<file path="src/sv/salru_pkg.sv">
// Shared types and constants for the set-associative LRU tracker.
`default_nettype none
package salru_pkg;
  localparam int MaxSets = 256;
  localparam int MaxWays = 8;
  localparam int SetW = $clog2(MaxSets);
  localparam int WayW = 3;
  localparam int TagW = 31;
  localparam int AgeW = 3;
  localparam logic [AgeW-1:0] AgeMax = 3'd7;
  localparam logic [1:0] RegOffset = 2'd0;
  localparam logic [1:0] RegIndex = 2'd1;
  localparam logic [1:0] RegWays = 2'd2;

  typedef struct packed {
    logic [SetW-1:0] set;
    logic [TagW-1:0] tag;
  } req_t;

  typedef struct packed {
    logic             hit;
    logic [WayW-1:0]  way;
    logic             evicted;
    logic [TagW-1:0]  evicted_tag;
    logic [31:0]      access_total;
    logic [31:0]      hit_total;
    logic [31:0]      miss_total;
  } res_t;
endpackage
`default_nettype wire

</file>
<file path="src/sv/salru_front.sv">
// Front end: accept address, split into set and tag, queue the request.
`default_nettype none
module salru_front (
  input  wire logic                 clk,
  input  wire logic                 rst,
  input  wire logic [31:0]          address,
  input  wire logic                 push,
  output logic                      full,
  input  wire logic [3:0]           block_offset_bits,
  input  wire logic [3:0]           set_index_bits,
  output salru_pkg::req_t           req,
  output logic                      req_valid,
  input  wire logic                 req_take
);
  localparam logic [3:0] MaxIb = 4'(salru_pkg::SetW);
  salru_pkg::req_t q [2];
  logic [1:0] count;
  logic rd_ptr, wr_ptr;
  logic [3:0] off, ib;
  salru_pkg::req_t r;
  logic [31:0] sh;
  logic do_push, do_pop;

  always_comb begin
    off = block_offset_bits;
    if (off < 4'd1) off = 4'd1;
    if (off > 4'd12) off = 4'd12;
    ib = (set_index_bits > MaxIb) ? MaxIb : set_index_bits;
    sh = address >> off;
    r.set = salru_pkg::SetW'(sh & ((32'd1 << ib) - 32'd1));
    r.tag = salru_pkg::TagW'(sh >> ib);
  end

  assign full = (count == 2'd2);
  assign req_valid = (count != 2'd0);
  assign req = q[rd_ptr];
  assign do_push = push && !full;
  assign do_pop = req_take && req_valid;

  always_ff @(posedge clk) begin
    if (do_push) q[wr_ptr] <= r;
    if (rst) begin
      count <= 2'd0;
      rd_ptr <= 1'b0;
      wr_ptr <= 1'b0;
    end else begin
      if (do_push) wr_ptr <= !wr_ptr;
      if (do_pop) rd_ptr <= !rd_ptr;
      count <= count + 2'(do_push) - 2'(do_pop);
    end
  end
endmodule
`default_nettype wire

</file>
<file path="config.mk">
export PLATFORM = sky130hd
export DESIGN_NAME = salru_front
export DESIGN_NICKNAME = d
export VERILOG_FILES = /design/src/sv/salru_pkg.sv /design/src/sv/salru_front.sv
export SDC_FILE = /design/constraint.sdc
export NUM_CORES = 1
export LEC_CHECK = 0
export BUFFER_PORTS_ARGS = -buffer_cell sky130_fd_sc_hd__buf_2
export CORE_ASPECT_RATIO = 0.9
export CORE_MARGIN = 2
export CORE_UTILIZATION = 32
export DETAILED_ROUTE_END_ITERATION = 16
export GPL_TIMING_DRIVEN = 0
export PLACE_DENSITY = 0.56
export SYNTH_ARGS = -nofsm -noshare
export SYNTH_HDL_FRONTEND = slang
export SYNTH_SLANG_ARGS = --single-unit
</file>
<file path="constraint.sdc">
create_clock -name clk -period 3.07 [get_ports clk]
set_input_delay 0.614 -clock clk [delete_from_list [all_inputs] [get_ports clk]]
set_output_delay 0.614 -clock clk [all_outputs]
set_load 0.005 [all_outputs]
</file>
==> impl_summary.md <==
Synthesis
The number of enable-type register cells in the synthesized netlist is 78. Counting every instance in the synthesized netlist gives 744. The cell area that synthesis handed to floorplanning was 7082 µm². The largest area contributor in the synthesized netlist is sky130_fd_sc_hd__edfxtp_1. In the synthesized netlist the dominant register cell turns out to be sky130_fd_sc_hd__edfxtp_1. Yosys printed 0 warnings. Synthesis inferred 83 register bits. Of the synthesized area, sequential elements account for 0.3449. After synthesis, the mean cell area works out to 9.519 µm². The fraction of synthesized area in multiplexers is 0.1493. The total nets after synthesis is 791. The fraction of the mapped netlist area in adder cells is 0.005300. Of the total synthesized cell area, the portion taken by AND, OR, NAND and NOR gates is 0.1597.

Of all flip-flops after synthesis, the portion carrying an async set or reset was 0. By area, the combinational part of the netlist is dominated by compound AO/OA/AOI/OAI gates. Of the total synthesized cell area, the portion taken by XOR and XNOR cells is 0.006184. The area fraction in compound gates after synthesis was 0.2723. In the post-synthesis netlist, the biggest area contributors are sky130_fd_sc_hd__edfxtp_1 33%, sky130_fd_sc_hd__mux2_2 7.3%, sky130_fd_sc_hd__mux2i_1 4.0%. Of the post-synthesis cell area, the dominant cell type holds 0.3307.

The count of unique library cells instantiated by Yosys is 84.

Drt
In the final routed layout, each cell accounts on average for 24.96 µm. The final route contains 7281 vias. In this run the remaining antenna-violating nets after routing total 0. The final routed wirelength across all metal layers is 28.37 mm.

The ratio of routed vias to standard cells is 6.404. The initial DRC count is 1064. For this run, design rule violations remaining after detail routing come to 0. The pre-antenna-repair detailed-routing pass consisted of 5 iterations.

Power and ir drop
IR analysis of the VDD net gives a maximum drop of 0.2333 mV. Of the total power, the share spent switching nets is 0.3335. Of the total power, the clock network draws 0.258.

The ratio of total power to cell area is 515.4 nW/µm². The design internal power is 2910 µW. The standby leakage power is 0.003077 µW. The analysis attributes to net switching a power of 1456 µW. The share of total power dissipated in sequential elements is 0.350. The fraction of power consumed by combinational cells is 0.392.

Timing
Setup repair after global routing could not meet its margin everywhere. Measured against its own limit, the worst slew margin works out to 0.4533. The portion of the clock cycle consumed by the worst path in the final layout is 1.010. The max-slew violation total from the final report is 0. Clock skew on the completed layout was measured at 5.767 ps. The final hold violation count came to 0. The post-route minimum period is 3101 ps. The final worst-path setup slack is -30.93 ps. Final hold analysis gives a worst-case slack of 496.4 ps. For the pin with the worst max-slew slack, the measured transition is 817.0 ps. Timing would allow up to 322.5 MHz. Setup violations remaining at the end of the flow were counted as 4.

GRT
The via count of the first global-routing pass is 6806. Entering global routing, the biggest net connects 26 pins. Across every metal layer, demand over resource in global routing totals 0.2358. The total overflow reported by the global router is 0.

The number of antenna violations at the first check in global routing came to 0. The wire length of the first global-routing pass is 42.00 mm.

Final layout
The total area of multi-input combinational cells is 4400 µm². Registers take 2442 µm². In the final layout, the share of cells above drive strength 1 is 0.3002. 0 antenna diodes ended up in the layout.

Measured on the finished design, the core utilization comes to 0.3904. The number of nets in the layout is 888. The relative area change from synthesis to final layout is 19.61%.

After filler insertion, the fill cell instance count of the layout stands at 2225.

Placement
The post-detailed-placement half-perimeter wirelength is 21.19 mm. The post-placement setup slack is -855.9 ps. In this run the tool buffered the top-level ports with 77 buffer cells. The weighted congestion reported at the end of routability-driven placement is 0.9728.

CTS
The number of buffers between clock root and the deepest sink is 2. The H-tree generated during clock tree synthesis spans 3 levels. The number of hold buffers added after CTS was 0.

The TritonCTS clock tree is done. The number of buffers created by CTS is 9. Clock-pin slew was measured on the worst setup and hold paths at 60 ps. Clock tree synthesis selected as its root buffer the cell sky130_fd_sc_hd__clkbuf_16. The clock net sink count is 83. For the worst-skew pair, the clock arrives at the later sink with an insertion delay of 340 ps.

Setup path
On the critical path, the stage with the largest delay is an instance of sky130_fd_sc_hd__o41ai_1. The cell that appears most often on the critical path is sky130_fd_sc_hd__buf_6. Of all nets on the critical path, the largest fanout is 10.

The endpoint of the worst-slack reg-to-reg timing path is count[1]. The data required time of the worst path is 3120 ps. Walking the worst path, the cells encountered are buf_6, buf_6, a21boi_4, buf_4, nor3_1, a222oi_1, a21oi_1, a221oi_1, o41ai_1, o21ai_1. The register-to-register setup slack is 1320 ps.

The type of element launching the critical path is an input pin. Counting both buffers and inverters, the worst setup path holds a total of 3. The most critical setup path has its endpoint at q[1][3]. The arrival time of the worst setup path is 3150 ps. The number of cells traversed by the worst register-to-register path is 8. Grouping stages by cell kind, the critical path spends the most delay in compound AO/OA/AOI/OAI gates. The worst register-to-register path begins at count[1].

The launch point of the critical path is block_offset_bits[3]. The peak per-stage delay on the critical path is 530 ps. STA classifies the critical path endpoint as a register.

The worst setup path is of the input pin to register kind. The critical path runs through a total of 10 cells.

Status
The final reports fail on negative setup slack. The run finished, with violations left.

Floorplanning
The starting density of the core is 0.3264. The core area is 21700 µm². The floorplan has 51 rows. The width of the chip is 160.8 µm. The top-level I/O count is 85. The die is 145.1 µm tall.

The floorplan step defined a die boundary enclosing 23340 µm².

Run
Across the run, the number of max-cap violations was 0.

Worst hold path
The type of the tightest min-delay check is input pin to register.
-- state kept, by name (all words and copies together) (netlist names), named ones only --
signal  flops
rd_ptr      1
wr_ptr      1
count       2
q          78
-- synthesized netlist by cell type, types with 9 or more instances --
library cell                n
sky130_fd_sc_hd__buf_4      9
sky130_fd_sc_hd__edfxtp_1  78
sky130_fd_sc_hd__a31oi_1   13
sky130_fd_sc_hd__nor2b_1   10
sky130_fd_sc_hd__nand3_1   23
sky130_fd_sc_hd__mux2_2    46
sky130_fd_sc_hd__mux4_2    11
sky130_fd_sc_hd__a211oi_1  23
sky130_fd_sc_hd__a21oi_1   28
sky130_fd_sc_hd__mux2i_1   28
sky130_fd_sc_hd__o211ai_1  19
sky130_fd_sc_hd__and3_1    10
sky130_fd_sc_hd__nand2_1   51
sky130_fd_sc_hd__o21ai_0   37
sky130_fd_sc_hd__a311oi_1  10
sky130_fd_sc_hd__inv_1     20
sky130_fd_sc_hd__nor3_1    34
sky130_fd_sc_hd__o221ai_1  15
sky130_fd_sc_hd__nor2_1    46
sky130_fd_sc_hd__o22ai_1   13
sky130_fd_sc_hd__buf_2     16
sky130_fd_sc_hd__nand2b_1  11
sky130_fd_sc_hd__clkbuf_1  36
-- power groups by stage --
stage	clock, µW	sequential (µW)	combinational (µW)
floorplan	0	1550	1020
global placement	0	1560	1600
detailed placement	0	1560	1620
CTS	1150	1530	1660
global route	1210	1550	1840
finish	1130	1530	1710
-- logic make-up (layout without fill, tap and decap cells) --
group,after synthesis,in the layout
muxes,86,86
and+or+nand+nor,226,226
DFF,83,83
xor gates and xnor gates,5,5
AOI/OAI and AO/OA,250,250
adders and majority gates,3,3
buffers and inverters,91,193
-- cells in the final DEF (no fill, tap or decap), types with 13 or more instances in the layout --
master	instances
sky130_fd_sc_hd__a211oi_1	20
sky130_fd_sc_hd__nand3_1	22
sky130_fd_sc_hd__mux2i_1	28
sky130_fd_sc_hd__inv_1	20
sky130_fd_sc_hd__nand2_1	51
sky130_fd_sc_hd__nor3_1	34
sky130_fd_sc_hd__clkbuf_1	32
sky130_fd_sc_hd__buf_2	88
sky130_fd_sc_hd__mux2_2	46
sky130_fd_sc_hd__buf_4	15
sky130_fd_sc_hd__edfxtp_1	78
sky130_fd_sc_hd__a21oi_1	28
sky130_fd_sc_hd__o211ai_1	19
sky130_fd_sc_hd__o221ai_1	14
sky130_fd_sc_hd__o21ai_0	33
sky130_fd_sc_hd__nor2_1	43
sky130_fd_sc_hd__a31oi_1	13
-- per-layer routing --
layer / GRT usage / part of all wire
met1: 0.3352 / 0.43
met2: 0.3435 / 0.43
met3: 0.06318 / 0.10
met4: 0.08304 / 0.040
met5: 0 / 0
-- per-stage QoR --
step / total power (µW) / TNS, ps / instance area (µm²) / instances
after global routing: 4589 / -447.3 / 8471 / 1137
final: 4366 / -102.4 / 8471 / 1137
after CTS: 4343 / 0 / 8315 / 1135
after floorplan: 2566 / 0 / 7082 / 744
after global placement: 3164 / -61880 / 7831 / 1112
after detailed placement: 3174 / -28140 / 7880 / 1114
-- layout make-up --
| cell class | count | area share |
|---|---|---|
| Buffer | 70 | 0.04653 |
| Clock buffer | 12 | 0.02792 |
| Clock inverter | 4 | 0.009010 |
| Inverter | 21 | 0.009306 |
| Multi-Input combinational cell | 570 | 0.5195 |
| Sequential cell | 83 | 0.2883 |
| Tap cell | 291 | 0.04298 |
| Timing Repair Buffer | 86 | 0.05643 |
-- how the worst min path moves through the flow --
stage / from / endpoint / cells after the start
2_1_floorplan: rd_ptr / register / 2
3_3_place_gp: rd_ptr / rd_ptr / 2
3_5_place_dp: rd_ptr / rd_ptr / 2
4_1_cts: rst / count[1] / 2
5_1_grt: rst / count[1] / 2
6_report: rst / count[1] / 2
-- timing repair --
| item | in CTS | in global routing |
|---|---|---|
| endpoints found under the setup margin | 46 | 40 |
| setup buffers | 5 | 2 |
| pin swaps | 3 | 2 |
| gates resized for setup | 18 | 39 |
No activity file was read; power rests on OpenSTA's default activity.
